[src/hw/rtl/urx_pkg.sv]
`timescale 1ns / 1ps

package urx_pkg;

  // ring geometry
  localparam int RING_DEPTH = 64;
  localparam int PTR_W      = (RING_DEPTH > 2) ? $clog2(RING_DEPTH) : 1;

  // field widths
  localparam int MODE_W    = 2;
  localparam int DATA_W    = 8;
  localparam int COUNT_W   = 6;
  localparam int TICKS_W   = 16;
  localparam int CFG_IDX_W = 2;

  // request modes
  localparam logic [MODE_W-1:0] MODE_TICK = 2'd0;
  localparam logic [MODE_W-1:0] MODE_READ = 2'd1;
  localparam logic [MODE_W-1:0] MODE_PEEK = 2'd2;

  // configuration register indexes
  localparam logic [CFG_IDX_W-1:0] CFG_ENABLE    = 2'd0;
  localparam logic [CFG_IDX_W-1:0] CFG_INVERT    = 2'd1;
  localparam logic [CFG_IDX_W-1:0] CFG_PARITY_EN = 2'd2;
  localparam logic [CFG_IDX_W-1:0] CFG_BIT_TICKS = 2'd3;

  localparam logic [TICKS_W-1:0] BIT_TICKS_RESET = 16'd104;

  // input request payload
  typedef struct packed {
    logic [MODE_W-1:0] mode;
    logic              line_level;
  } urx_in_t;

  // result payload
  typedef struct packed {
    logic [DATA_W-1:0]  data;
    logic               data_valid;
    logic [COUNT_W-1:0] bytes_waiting;
    logic               overflow;
    logic               byte_stored;
  } urx_out_t;

endpackage

[src/hw/rtl/uart_receiver_with_fifo.sv]
`timescale 1ns / 1ps

// 8-bit serial receiver (LSB first, start/optional parity/stop slots) with a
// receive ring of urx_pkg::RING_DEPTH bytes, of which one slot stays empty.
// Every request is a line sample tick, a read that pops the oldest byte, or
// a peek. The block takes one request per clock unless the output stalls
// and returns its result in the cycle after acceptance; the ring read port
// is registered. A new request is taken in the same cycle that the pending
// result is taken. The ring memory has no reset and needs no clearing pass:
// only entries between head and tail are ever read. Setting enable after it
// was clear empties the ring and clears the sticky overflow flag.
module uart_receiver_with_fifo (
  input  logic                                clk,
  input  logic                                rst_n,
  input  logic                                in_valid,
  output logic                                in_stall,
  input  urx_pkg::urx_in_t                    in_data,
  output logic                                out_valid,
  input  logic                                out_stall,
  output urx_pkg::urx_out_t                   out_data,
  input  logic                                cfg_we,
  input  logic [urx_pkg::CFG_IDX_W-1:0]       cfg_index,
  input  logic [urx_pkg::TICKS_W-1:0]         cfg_wdata
);

  typedef enum logic [2:0] {
    PH_IDLE,
    PH_CENTER,
    PH_DATA,
    PH_PARITY,
    PH_STOP
  } phase_t;

  localparam int                       PW       = urx_pkg::PTR_W;
  localparam logic [PW-1:0]            PTR_LAST = PW'(urx_pkg::RING_DEPTH - 1);
  localparam logic [PW:0]              DEPTH_X  = (PW+1)'(urx_pkg::RING_DEPTH);

  // configuration registers
  logic                        enable_r;
  logic                        invert_r;
  logic                        parity_en_r;
  logic [urx_pkg::TICKS_W-1:0] bit_ticks_r;

  // receiver and ring state
  phase_t                      phase_r, phase_nxt;
  logic [urx_pkg::TICKS_W-1:0] countdown_r, countdown_nxt;
  logic [3:0]                  bits_left_r, bits_left_nxt;
  logic [urx_pkg::DATA_W-1:0]  shift_r, shift_nxt;
  logic [PW-1:0]               head_r, head_nxt;
  logic [PW-1:0]               tail_r, tail_nxt;
  logic                        overflow_r, overflow_nxt;

  // ring memory and its registered read port
  logic [urx_pkg::DATA_W-1:0]  ring_mem [urx_pkg::RING_DEPTH];
  logic [urx_pkg::DATA_W-1:0]  ram_q_r;

  // result register
  logic                        out_valid_r;
  urx_pkg::urx_out_t           res_r, res_nxt;

  logic                        accept;
  logic                        push;
  logic [urx_pkg::DATA_W-1:0]  push_byte;
  logic                        do_tick;
  logic                        do_fetch;
  logic                        ring_empty;
  logic [PW-1:0]               tail_inc;
  logic [PW-1:0]               head_inc;
  logic [urx_pkg::TICKS_W-1:0] half_ticks;
  logic [urx_pkg::TICKS_W-1:0] full_ticks;
  logic [PW:0]                 count_x;
  logic [31:0]                 count_ext;

  // handshake: advance whenever the result register is free or being taken
  assign in_stall  = out_valid_r && out_stall;
  assign accept    = in_valid && !in_stall;
  assign out_valid = out_valid_r;

  assign ring_empty = (head_r == tail_r);
  assign tail_inc   = (tail_r == PTR_LAST) ? '0 : tail_r + PW'(1);
  assign head_inc   = (head_r == PTR_LAST) ? '0 : head_r + PW'(1);
  assign half_ticks = (bit_ticks_r[urx_pkg::TICKS_W-1:1] == '0) ?
                      urx_pkg::TICKS_W'(1) : {1'b0, bit_ticks_r[urx_pkg::TICKS_W-1:1]};
  assign full_ticks = (bit_ticks_r == '0) ? urx_pkg::TICKS_W'(1) : bit_ticks_r;

  assign do_tick  = enable_r && (in_data.mode == urx_pkg::MODE_TICK);
  assign do_fetch = enable_r && !ring_empty &&
                    ((in_data.mode == urx_pkg::MODE_READ) ||
                     (in_data.mode == urx_pkg::MODE_PEEK));

  // receiver sequencing and ring pointers for one request
  always_comb begin
    phase_nxt     = phase_r;
    countdown_nxt = countdown_r;
    bits_left_nxt = bits_left_r;
    shift_nxt     = shift_r;
    head_nxt      = head_r;
    tail_nxt      = tail_r;
    overflow_nxt  = overflow_r;
    push          = 1'b0;
    push_byte     = shift_r;

    if (do_tick) begin
      if (phase_r == PH_IDLE) begin
        if (in_data.line_level == invert_r) begin
          phase_nxt     = PH_CENTER;
          countdown_nxt = half_ticks;
        end
      end else if (countdown_r > urx_pkg::TICKS_W'(1)) begin
        countdown_nxt = countdown_r - urx_pkg::TICKS_W'(1);
      end else begin
        countdown_nxt = full_ticks;
        case (phase_r)
          PH_CENTER: begin
            phase_nxt     = PH_DATA;
            bits_left_nxt = 4'd8;
            shift_nxt     = '0;
          end
          PH_DATA: begin
            shift_nxt     = {in_data.line_level, shift_r[urx_pkg::DATA_W-1:1]};
            bits_left_nxt = bits_left_r - 4'd1;
            if (bits_left_r == 4'd1) begin
              push_byte = invert_r ? ~shift_nxt : shift_nxt;
              if (tail_inc != head_r) begin
                push     = 1'b1;
                tail_nxt = tail_inc;
              end else begin
                overflow_nxt = 1'b1;
              end
              phase_nxt = parity_en_r ? PH_PARITY : PH_STOP;
            end
          end
          PH_PARITY: begin
            phase_nxt = PH_STOP;
          end
          default: begin
            phase_nxt     = PH_IDLE;
            countdown_nxt = '0;
            bits_left_nxt = '0;
            shift_nxt     = '0;
          end
        endcase
      end
    end

    if (do_fetch && (in_data.mode == urx_pkg::MODE_READ)) begin
      head_nxt = head_inc;
    end
  end

  // fill level after the request
  always_comb begin
    if (tail_nxt >= head_nxt) begin
      count_x = {1'b0, tail_nxt} - {1'b0, head_nxt};
    end else begin
      count_x = {1'b0, tail_nxt} + DEPTH_X - {1'b0, head_nxt};
    end
    count_ext = 32'(count_x);
  end

  // result fields, data is filled from the memory read port
  always_comb begin
    res_nxt               = '0;
    res_nxt.data_valid    = do_fetch;
    res_nxt.bytes_waiting = enable_r ? count_ext[urx_pkg::COUNT_W-1:0] : '0;
    res_nxt.overflow      = overflow_nxt;
    res_nxt.byte_stored   = push;
  end

  // state, configuration and result registers
  always_ff @(posedge clk) begin
    if (!rst_n) begin
      enable_r    <= 1'b0;
      invert_r    <= 1'b0;
      parity_en_r <= 1'b0;
      bit_ticks_r <= urx_pkg::BIT_TICKS_RESET;
      phase_r     <= PH_IDLE;
      countdown_r <= '0;
      bits_left_r <= '0;
      shift_r     <= '0;
      head_r      <= '0;
      tail_r      <= '0;
      overflow_r  <= 1'b0;
      out_valid_r <= 1'b0;
    end else begin
      if (cfg_we) begin
        case (cfg_index)
          urx_pkg::CFG_ENABLE: begin
            if (cfg_wdata[0] && !enable_r) begin
              head_r     <= '0;
              tail_r     <= '0;
              overflow_r <= 1'b0;
            end
            if (cfg_wdata[0] != enable_r) begin
              phase_r     <= PH_IDLE;
              countdown_r <= '0;
              bits_left_r <= '0;
              shift_r     <= '0;
            end
            enable_r <= cfg_wdata[0];
          end
          urx_pkg::CFG_INVERT:    invert_r    <= cfg_wdata[0];
          urx_pkg::CFG_PARITY_EN: parity_en_r <= cfg_wdata[0];
          urx_pkg::CFG_BIT_TICKS: bit_ticks_r <= cfg_wdata;
          default: ;
        endcase
      end else if (accept) begin
        phase_r     <= phase_nxt;
        countdown_r <= countdown_nxt;
        bits_left_r <= bits_left_nxt;
        shift_r     <= shift_nxt;
        head_r      <= head_nxt;
        tail_r      <= tail_nxt;
        overflow_r  <= overflow_nxt;
      end

      if (accept) begin
        out_valid_r <= 1'b1;
      end else if (!out_stall) begin
        out_valid_r <= 1'b0;
      end
    end
  end

  // result payload, held while the output is stalled
  always_ff @(posedge clk) begin
    if (accept) begin
      res_r <= res_nxt;
    end
  end

  // ring write port
  always_ff @(posedge clk) begin
    if (accept && push) begin
      ring_mem[tail_r] <= push_byte;
    end
  end

  // ring read port, registered
  always_ff @(posedge clk) begin
    if (accept) begin
      ram_q_r <= ring_mem[head_r];
    end
  end

  // output payload
  always_comb begin
    out_data      = res_r;
    out_data.data = res_r.data_valid ? ram_q_r : '0;
  end

endmodule
[config.mk]
export PLATFORM = sky130hd
export DESIGN_NAME = uart_receiver_with_fifo
export DESIGN_NICKNAME = d
export VERILOG_FILES = /design/src/hw/rtl/urx_pkg.sv /design/src/hw/rtl/uart_receiver_with_fifo.sv
export SDC_FILE = /design/constraint.sdc
export NUM_CORES = 1
export LEC_CHECK = 0
export ABC_AREA = 1
export ABC_CLOCK_PERIOD_IN_PS = 5200
export BUFFER_PORTS_ARGS = -buffer_cell sky130_fd_sc_hd__buf_2
export CAP_MARGIN = 20
export CORE_MARGIN = 2
export CORE_UTILIZATION = 53
export CTS_CLUSTER_DIAMETER = 120
export DETAILED_ROUTE_END_ITERATION = 7
export GPL_TIMING_DRIVEN = 0
export PLACE_DENSITY = 0.8
export SLEW_MARGIN = 40
export SYNTH_ARGS = -nofsm -noshare
export SYNTH_HDL_FRONTEND = slang
export SYNTH_SLANG_ARGS = --single-unit
[constraint.sdc]
create_clock -name clk -period 5.2 [get_ports clk]
set_input_delay 0.26 -clock clk [delete_from_list [all_inputs] [get_ports clk]]
set_output_delay 0.26 -clock clk [all_outputs]
set_load 0.1 [all_outputs]
# ---- Word level (Yosys, flattened, before mapping)
# Memory sizes are Yosys's and may differ from the RTL's. A register that Yosys moved wholly into a read port is not among the register bits.
# Cells that the tools add are included.
# Widths: inputs -> output; s select.
dict set report op_classes {
  add_sub_neg 7
  magnitude_cmp 2
  eq_ne 25
  muxes 81
  bitwise_logic 1
  n_reduce_logical 28
}
# op n
set op_table {}
lappend op_table {{$mux 16} 10}
lappend op_table {{$mux 8} 14}
lappend op_table {{$mux 6} 16}
lappend op_table {{$mux 3} 10}
lappend op_table {{$mux 4} 7}
lappend op_table {{$mux 1} 20}
lappend op_table {{$add 6x1->6 const B} 3}
lappend op_table {{$gt 16x1->1 const B} 1}
lappend op_table {{$logic_not 16->1} 1}
lappend op_table {{$pmux 8 s2} 1}
lappend op_table {{$sub 16x1->16 const B} 1}
lappend op_table {{$logic_not 15->1} 1}
lappend op_table {{$mux 15} 1}
lappend op_table {{$reduce_and 7->1} 2}
lappend op_table {{$eq 6x6->1 const B} 2}
lappend op_table {{$pmux 4 s3} 1}
lappend op_table {{$sub 6x6->6} 2}
lappend op_table {{$pmux 3 s3} 1}
lappend op_table {{$logic_and 1x1->1} 8}
lappend op_table {{$ne 2x1->1 const B} 4}
lappend op_table {{$not 8->8} 1}
lappend op_table {{$reduce_and 2->1} 4}
lappend op_table {{$eq 2x2->1 const B} 3}
lappend op_table {{$eq 3x2->1 const B} 2}
lappend op_table {{other kinds (21)} 28}
dict set report totals {
  ff_bits 73
  mem_bits_rw 512
  input_bits 26
  output_inout_bits 19
  elab_cells 161
  n_memories 1
}
# memory depth width rd rd_ports_with_merged_regs wr line_no
set memory_table {}
lappend memory_table {ring_mem 64 8 1 1 1 uart_receiver_with_fifo.sv:54} ;# logic [urx_pkg::DATA_W-1:0] ring_mem [urx_pkg::RING_DEPTH];

# ---- Logic depth before layout (Yosys ltp)
# Gate-level depths: netlist (run 1).
dict set report depth {
  ltp_word 12
  ltp_mapped 26
  depth_no_buf 26
}

# ---- Least setup slack after synthesis (run 1)
# OpenSTA, ideal clock, no wires.
dict set report synth_path {
  path_type {reg-to-reg}
  start {register countdown_r[0] (netlist name)}
  end {memory ring_mem[0][1] (netlist name), data pin}
  setup_ps 702
  t_arrival_ps 3981
  t_required_ps 4498
  slack_ps 517
  stages_incl_launch_ff 10
  n_path_buf 1
  period_less_slack_ps 4683
  cell_sequence {dfxtp_1 -> inv_1 -> ha_1 -> inv_1 -> a21oi_1 -> nand2_1 -> nor2_4 -> inv_1 -> clkbuf_1 -> o21ai_0}
}
dict set report synth_via {
  elab_chain_cells 4
}
# item line_no
set synth_rtl {}
lappend synth_rtl {{from (decl)} uart_receiver_with_fifo.sv:46} ;# logic [urx_pkg::TICKS_W-1:0] countdown_r, countdown_nxt;
lappend synth_rtl {{from (signal assigned)} uart_receiver_with_fifo.sv:209} ;# countdown_r <= countdown_nxt;
lappend synth_rtl {{$gt 16x1->1} uart_receiver_with_fifo.sv:109} ;# end else if (countdown_r > urx_pkg::TICKS_W'(1)) begin
lappend synth_rtl {{$mux 8} uart_receiver_with_fifo.sv:109}
lappend synth_rtl {{$mux 8} uart_receiver_with_fifo.sv:104} ;# if (phase_r == PH_IDLE) begin
lappend synth_rtl {{$mux 8} uart_receiver_with_fifo.sv:103} ;# if (do_tick) begin
lappend synth_rtl {{via push_byte, one bit} uart_receiver_with_fifo.sv:63} ;# logic [urx_pkg::DATA_W-1:0] push_byte;
lappend synth_rtl {{to (decl)} uart_receiver_with_fifo.sv:54}
# The timed path passes the listed nets, and every way through them passes these cells.

# ---- Final worst setup path (run 1)
dict set report layout_path {
  start {register head_r[4]}
  end {register res_r (netlist bit out_data[7]), data pin}
}
dict set report layout_via {
  elab_chain_cells 10
}
# item line_no
set layout_rtl {}
lappend layout_rtl {{from (decl)} uart_receiver_with_fifo.sv:49} ;# logic [PW-1:0] head_r, head_nxt;
lappend layout_rtl {{from (signal assigned)} uart_receiver_with_fifo.sv:212} ;# head_r <= head_nxt;
lappend layout_rtl {{$ne 6x6->1} uart_receiver_with_fifo.sv:124} ;# if (tail_inc != head_r) begin
lappend layout_rtl {{$mux 6} uart_receiver_with_fifo.sv:124}
lappend layout_rtl {{$mux 6} uart_receiver_with_fifo.sv:122} ;# if (bits_left_r == 4'd1) begin
lappend layout_rtl {{$mux 6} uart_receiver_with_fifo.sv:113} ;# case (phase_r)
lappend layout_rtl {{$mux 6} uart_receiver_with_fifo.sv:109}
lappend layout_rtl {{$mux 6} uart_receiver_with_fifo.sv:104}
lappend layout_rtl {{$mux 6} uart_receiver_with_fifo.sv:103}
lappend layout_rtl {{$add 6x1->6} uart_receiver_with_fifo.sv:156} ;# count_x = {1'b0, tail_nxt} + DEPTH_X - {1'b0, head_nxt};
lappend layout_rtl {{$sub 6x6->6} uart_receiver_with_fifo.sv:156}
lappend layout_rtl {{$mux 6 *} uart_receiver_with_fifo.sv:153} ;# if (tail_nxt >= head_nxt) begin
lappend layout_rtl {{to (signal assigned)} uart_receiver_with_fifo.sv:228} ;# res_r <= res_nxt;
lappend layout_rtl {{to (decl)} uart_receiver_with_fifo.sv:59} ;# urx_pkg::urx_out_t res_r, res_nxt;
# Mark *: on every way between the ends. The rest lies on a longest branch, timed or not.
# A chain may end at the register's enable or synchronous reset.

==> run metrics, run 1 <==
number of diodes 0; Congestion Overflow GR 0; Nets 2,454; Num CTS Buffers 57; flip-flop and latch count after synthesis 593; Synth Instances roughly 2,300; Critical Path Slowest Stage Cell ha_1; delay-heaviest family, CP simple AND/OR/NAND/NOR gates; DIE AREA 0.0494 mm^2; Slew Limit Fails 0; Slew HR 0.288; Tot Pwr 9990 uW; die height 222 um; routed wire length 81,400 um; WP depth 23; setup tns final 0 ps; Worst setup EP type flop; worst hold path type input port to flop; post-synthesis compound-gate area fraction 0.134; root buf cell clkbuf_16; Critical Path, Cell by Cell buf_2 > inv_1 > nand2_1 > nand2_1 > a21oi_1 > nand3_1 > nand3_1 > inv_1 > nand2_1 > xor2_1 > inv_1 > ha_1 > a21oi_1 > o21ai_0 > a21o_1 > a21oi_1 > inv_1 > nand2_1 > nand2_1 > inv_1 > nand2_1 > nand2_1 > nor2_1; CTS clk-pin slew, worst paths ~70 ps; Hold Crit Depth 3; share of cells above drive strength 1 0.124; vias in the first global route 18,700; Max Fclk 261 MHz; Clock Latency Late Sink ~660 ps; CP startpoint kind flop; multiplexer area fraction after synthesis 0.00436; worst slew pin tran between 1000 and 1500 ps; first-pass detailed-route iteration total 8; XOR/XNOR Fraction of Synth Area 0.00937; Post-CTS Resized 0; first-pass GRT wire length 119,000 um; Seq/Total Area, Yosys 0.680; RSZ-0062 raised after global routing false; Post-CTS Setup Inserts 0; Setup-failing EPs final 0; Max-cap violations 0; DRC 0; io pins between 40 and 50; worst-path fanout max 9; initial antenna violation count 1; Multi-input gate area 0.00750 mm^2; worst reg2reg path depth 23; Critical Path AT ~4200 ps; vias per inst 6.48; CTS H-tree depth 2; pwr dens approximately 340 mW/mm^2; Clock Skews approximately 34 ps; Min Clock Period, post-route 3830 ps; outcome complete, no violations; Ys Warns 0; CP most frequent cell nand2_1; Syn Nets approximately 2,300; CTS tree yes; GR Util All Layers 0.326; GP Congestion 1.02; Pleak 0.0109 uW; Crit Path Class flop to flop; 1st-iter DRT viols 3,416; Yosys cell types 46; Mapped Area roughly 0.025 mm^2; PortBufs 43; simple-gate share of the synthesized area 0.124; core area ~0.047 mm^2; R2R Setup Slk 1370 ps; Initial Utilization 0.540; Max clock buf depth 3; Buf/Inv on CP 6; Worst path max stage delay 350 ps; final critical-path share of the clock period 0.737; DR WL/cell 26.5 um; Sinks on Clock Net 593; Die W 222 um; Fin. Hold Viols 0; Final ANT Viol Nets 0; Post-Synth Adder-Cell Area 0.00773; post-DP HPWL 55,300 um; Mean Syn Cell Area about 11 um^2; largest family of logic cells by synthesized area compound AO/OA/AOI/OAI gates; FP Rows 79; FF+latch area 0.0172 mm^2; via count 19,900; Critical Path RT 5590 ps; # fillers about 3,500; Max VDD drop around 0.29 mV; largest net degree at the start of global routing 49; area added between synthesis and finish 15.7%
==> final timing paths <==
kind,from,end
worst min register to register,overflow_r,overflow_r
worst max register to register,head_r[4],out_data[7]
worst min-delay path,cfg_index[0],parity_en_r
worst max-delay path,head_r[4],out_data[7]
==> per-layer routing <==
layer	track usage	up-vias	routed length [um]
li1	-	8473	-
met1	0.436	9487	29500
met2	0.502	1632	36600
met3	0.0837	285	11100
met4	0.155	2	4210
met5	0	-	11
==> through the flow <==
step                       util  hold WS [ps]  area [um^2]  setup WS, ps  instances
after floorplan               -           386        25200           517       2256
after global placement    0.561           449        26200         -2260       2906
after detailed placement  0.576           457        26900          1560       2941
after CTS                 0.622          5.91        29100          1500       3066
after global routing      0.625          7.35        29200          1150       3066
final                     0.625          24.4        29200          1370       3066
==> cells in the final DEF, fill, tap and decap left out, types with 12 or more instances in the layout <==
cell type,Yosys,layout
xor2_1,23,23
nor3_2,2,44
nor2_1,324,323
clkinv_1,2,14
inv_1,103,97
clkbuf_16,0,57
buf_4,2,20
dlygate4sd3_1,0,20
ha_1,14,14
buf_2,28,77
nand2_1,236,236
o211ai_1,17,17
o21ai_0,346,343
clkbuf_2,0,12
a21oi_1,104,104
nor3_1,78,17
nor3_4,0,19
o22ai_1,121,121
clkbuf_1,95,97
nand3_1,59,59
edfxtp_1,529,529
dfxtp_1,64,64
nand4_1,12,12
==> where the power goes <==
group / switching (uW) / total [uW] / leakage (uW) / internal, uW
Sequential: 22.6 / 5190 / 0.00594 / 5170
Clock: 1820 / 4380 / 0.000933 / 2570
Combinational: 302 / 416 / 0.00406 / 114
==> state kept, by name, indices dropped and copies added, names as in the netlist, 3 cells and up <==
register / flops
bit_ticks_r: 16
bits_left_r: 4
countdown_r: 16
head_r: 6
out_data: 9
phase_r: 3
ram_q_r: 8
ring_mem: 512
shift_r: 8
tail_r: 6
==> layout make-up <==
type,count,share of cell area
clock inverters,35,0.0162
well taps,607,0.0260
plain buffers,143,0.0221
flip-flops and latches,593,0.588
multi-input cells,1412,0.257
inverters,108,0.0144
repair buffers,98,0.0264
clock buffers,70,0.0505
==> cells in the mapped netlist (all sizes together) <==
cell	count	area share
or2	3	0.00074
ha	14	0.0069
nand3	60	0.012
clkbuf	95	0.014
inv	106	0.016
dfxtp	64	0.051
o21ai	347	0.069
xnor2	4	0.0014
nand2	244	0.038
o2111ai	2	0.00069
o31ai	4	0.0012
o21bai	1	0.00030
a221oi	2	0.00069
edfxtp	529	0.63
fa	1	0.00079
a211oi	8	0.0026
a31oi	9	0.0022
nor3	80	0.016
buf	48	0.011
nor4	6	0.0015
a21o	1	0.00030
nor2	333	0.052
o22ai	121	0.030
nand3b	1	0.00030
o221ai	3	0.0010
nand4	12	0.0030
o211ai	17	0.0051
and3	1	0.00025
xor2	23	0.0080
a21oi	104	0.021
clkinv	2	0.00030
mux2i	11	0.0044
==> worst reg2reg max path: stages, from the launching register on <==
cell and delay [ps]:
dfxtp_1 310, buf_2 310, inv_1 280, nand2_1 110, nand2_1 90, a21oi_1 130
nand3_1 170, nand3_1 230, inv_1 140, nand2_1 100, xor2_1 240, inv_1 80
ha_1 350, a21oi_1 170, o21ai_0 150, a21o_1 190, a21oi_1 150, inv_1 60
nand2_1 60, nand2_1 40, inv_1 60, nand2_1 50, nand2_1 50, nor2_1 40
==> logic make-up after synthesis <==
logic type,count (synthesis)
buffers and inverters,251
muxes,11
adders and majority gates,15
and+or+nand+nor,740
AOI/OAI and AO/OA,619
DFF,593
xor gates and xnor gates,27
==> repair_timing <==
| item | CTS | global route |
|---|---|---|
| hold buffers | 20 | 0 |
| endpoints found under the hold margin | 21 | 0 |
| endpoints found under the setup margin | 0 | 0 |
(Power assumes the default switching activity.)
==> run 2, diff against run 1 <==
--- a/config.mk
+++ b/config.mk
@@ -6,7 +6,7 @@
 export NUM_CORES = 1
 export LEC_CHECK = 0
 export ABC_AREA = 1
-export ABC_CLOCK_PERIOD_IN_PS = 5200
+export ABC_CLOCK_PERIOD_IN_PS = 3400
 export BUFFER_PORTS_ARGS = -buffer_cell sky130_fd_sc_hd__buf_2
 export CAP_MARGIN = 20
 export CORE_MARGIN = 2
@@ -14,7 +14,7 @@
 export CTS_CLUSTER_DIAMETER = 120
 export DETAILED_ROUTE_END_ITERATION = 7
 export GPL_TIMING_DRIVEN = 0
-export PLACE_DENSITY = 0.8
+export PLACE_DENSITY = 0.83
 export SLEW_MARGIN = 40
 export SYNTH_ARGS = -nofsm -noshare
 export SYNTH_HDL_FRONTEND = slang
==> constraint.sdc (replaced) <==
create_clock -name clk -period 3.4 [get_ports clk]
set_input_delay 0.17 -clock clk [delete_from_list [all_inputs] [get_ports clk]]
set_output_delay 0.17 -clock clk [all_outputs]
set_load 0.1 [all_outputs]
==> run metrics, run 2 (synthesis gave the netlist of run 1 again) <==
RSZ-0062 raised after global routing true; Critical Path RT 3850 ps (-1740 ps); Max-cap violations 0 (unchanged); GP Congestion 1.04 (+2.0%); CTS clk-pin slew, worst paths 70 ps (about the same); initial antenna violation count 3 (+2); area added between synthesis and finish 15.5%; CP most frequent cell nor2_1; Initial Utilization 0.540 (unchanged); Setup-failing EPs final 3 (+3); DRC 16 (+16); most frequent cells in the layout edfxtp_1 (529), o21ai_0 (342), nor2_1 (323), nand2_1 (235), o22ai_1 (121); Slew HR 0.317 (+0.0290); core area 0.0468 mm^2 (unchanged); DIE AREA 0.0494 mm^2 (unchanged); Sinks on Clock Net 593 (unchanged); via count 19,900 (+0.31%); PortBufs 43 (unchanged); Num CTS Buffers 56 (-1.8%); pwr dens 502 mW/mm^2 (+47%); Clock Latency Late Sink 630 ps (-30 ps); io pins 45 (unchanged); Fin. Hold Viols 0 (unchanged); die height 222 um (unchanged); post-DP HPWL 54,300 um (-1.8%); Final ANT Viol Nets 0 (unchanged); CTS H-tree depth 2 (unchanged); DR WL/cell 26.0 um (-2.0%); Worst setup EP type flop; Max VDD drop 0.388 mV (+34%); Critical Path, Cell by Cell clkbuf_4 > buf_2 > clkbuf_1 > nor2_1 > o22ai_1 > nor2_1 > o21ai_0 > nand4_1 > nand2_1; FP Rows 79 (unchanged); Max clock buf depth 3 (unchanged); most common cell after layout, fill and taps aside edfxtp_1; final design utilization 0.623 (-0.00139); first-pass detailed-route iteration total 8 (unchanged); Congestion Overflow GR 0 (unchanged); Nets 2,458 (+0.16%); routed wire length 79,900 um (-1.8%); Worst path max stage delay 750 ps (+400 ps); setup tns final -279 ps (-279 ps); outcome complete, but fails checks; max reg flops 512 (unchanged); Die W 222 um (unchanged); Top reg by flops ring_mem; worst slew pin tran 1010 ps (-43.0 ps); Max Fclk 281 MHz (+7.7%); worst-path fanout max 10 (+1); final setup margin -158 ps (-1530 ps); CP startpoint kind flop; Critical Path AT 4010 ps (-210 ps); 1st-iter DRT viols 3,443 (+0.79%); Pleak 0.0108 uW (-1.3%); GR Util All Layers 0.320 (-0.00581); Critical Path Slowest Stage Cell clkbuf_1; vias per inst 6.49 (about the same); delay-heaviest family, CP buffers and inverters; Crit Path Class flop to flop; failing checks design-rule violations, negative setup slack; share of cells above drive strength 1 0.127 (+0.00259); largest net degree at the start of global routing 41 (-16%); final critical-path share of the clock period 1.05 (+0.310); Buf/Inv on CP 3 (-3); worst hold path type input port to flop; hold slack final 26.2 ps (+1.76 ps); Slew Limit Fails 0 (unchanged); Min Clock Period, post-route 3560 ps (-272 ps); CTS tree yes; vias in the first global route 19,300 (+3.2%); first-pass GRT wire length 118,000 um (-0.42%); Clock Skews 30.6 ps (-3.71 ps); root buf cell clkbuf_16; biggest regs ring_mem: 512 flops, bit_ticks_r: 16 flops, countdown_r: 16 flops
## run 2: cell types whose count changed in the layout (fill, tap and decap cells not counted), moves of 5 or more
cell and delta:
dlygate4sd3_1 +5, clkinv_2 +5, nor3_2 +5, clkinv_1 +5, bufinv_16 -7, nor3_4 -5
buf_4 +7, buf_2 -7
## run 2: path summary, 6_finish.rpt
check	from	endpoint	slack (ps)	depth (start not counted)
max	head_r[0]	ram_q_r[1]	-160	9
min	rst_n	invert_r	30	3
max reg2reg	head_r[0]	ram_q_r[1]	-160	9
min reg2reg	overflow_r	overflow_r	490	2
## run 2: where the power goes
part	internal, uW	total, uW	switching [uW]
Sequential	7910	7940	34.8
Combinational	179	645	466
Clock	3330	6050	2720
## run 2: per-stage QoR
stage	power (uW)	setup slack (ps)	cell area, um^2	cells
after floorplan	8510	-189	25200	2256
after global placement	8680	-2100	26200	2906
after CTS	14600	-44.3	28900	3062
after global routing	15000	-45.4	29100	3071
after detailed placement	8700	-159	26900	2933
final	14600	-158	29100	3073
## run 2: cell type report
cell class	count	area (um^2)
buffer	141	654
fill	3514	17600
clock inverter	36	295
multi-input combinational	1412	7520
tap	607	759
clock buffer	69	1450
timing repair buffer	105	870
antenna	2	5.00
sequential	593	17200
inverter	108	428
## run 2: timing repair
| item | 4_1_cts | 5_1_grt |
|---|---|---|
| gates resized for setup | 3 | 24 |
| endpoints found under the setup margin | 4 | 6 |
| setup buffers | 1 | 8 |
| cloned | 0 | 0 |
| hold endpoints to repair | 22 | 0 |
| pin swaps | 0 | 7 |
| hold buffers | 25 | 0 |
## run 2: routing by layer
layer,vias to the layer above,track usage,share of wire
met5,-,0,0.00010
met4,2,0.163,0.053
met3,317,0.0918,0.15
met2,1702,0.491,0.45
met1,9446,0.419,0.35
li1,8473,-,-
## run 2: worst min-delay path: cells and delay by family
family	cells	cell delay (ps)
compound gates	2	200
buf+inv	1	210
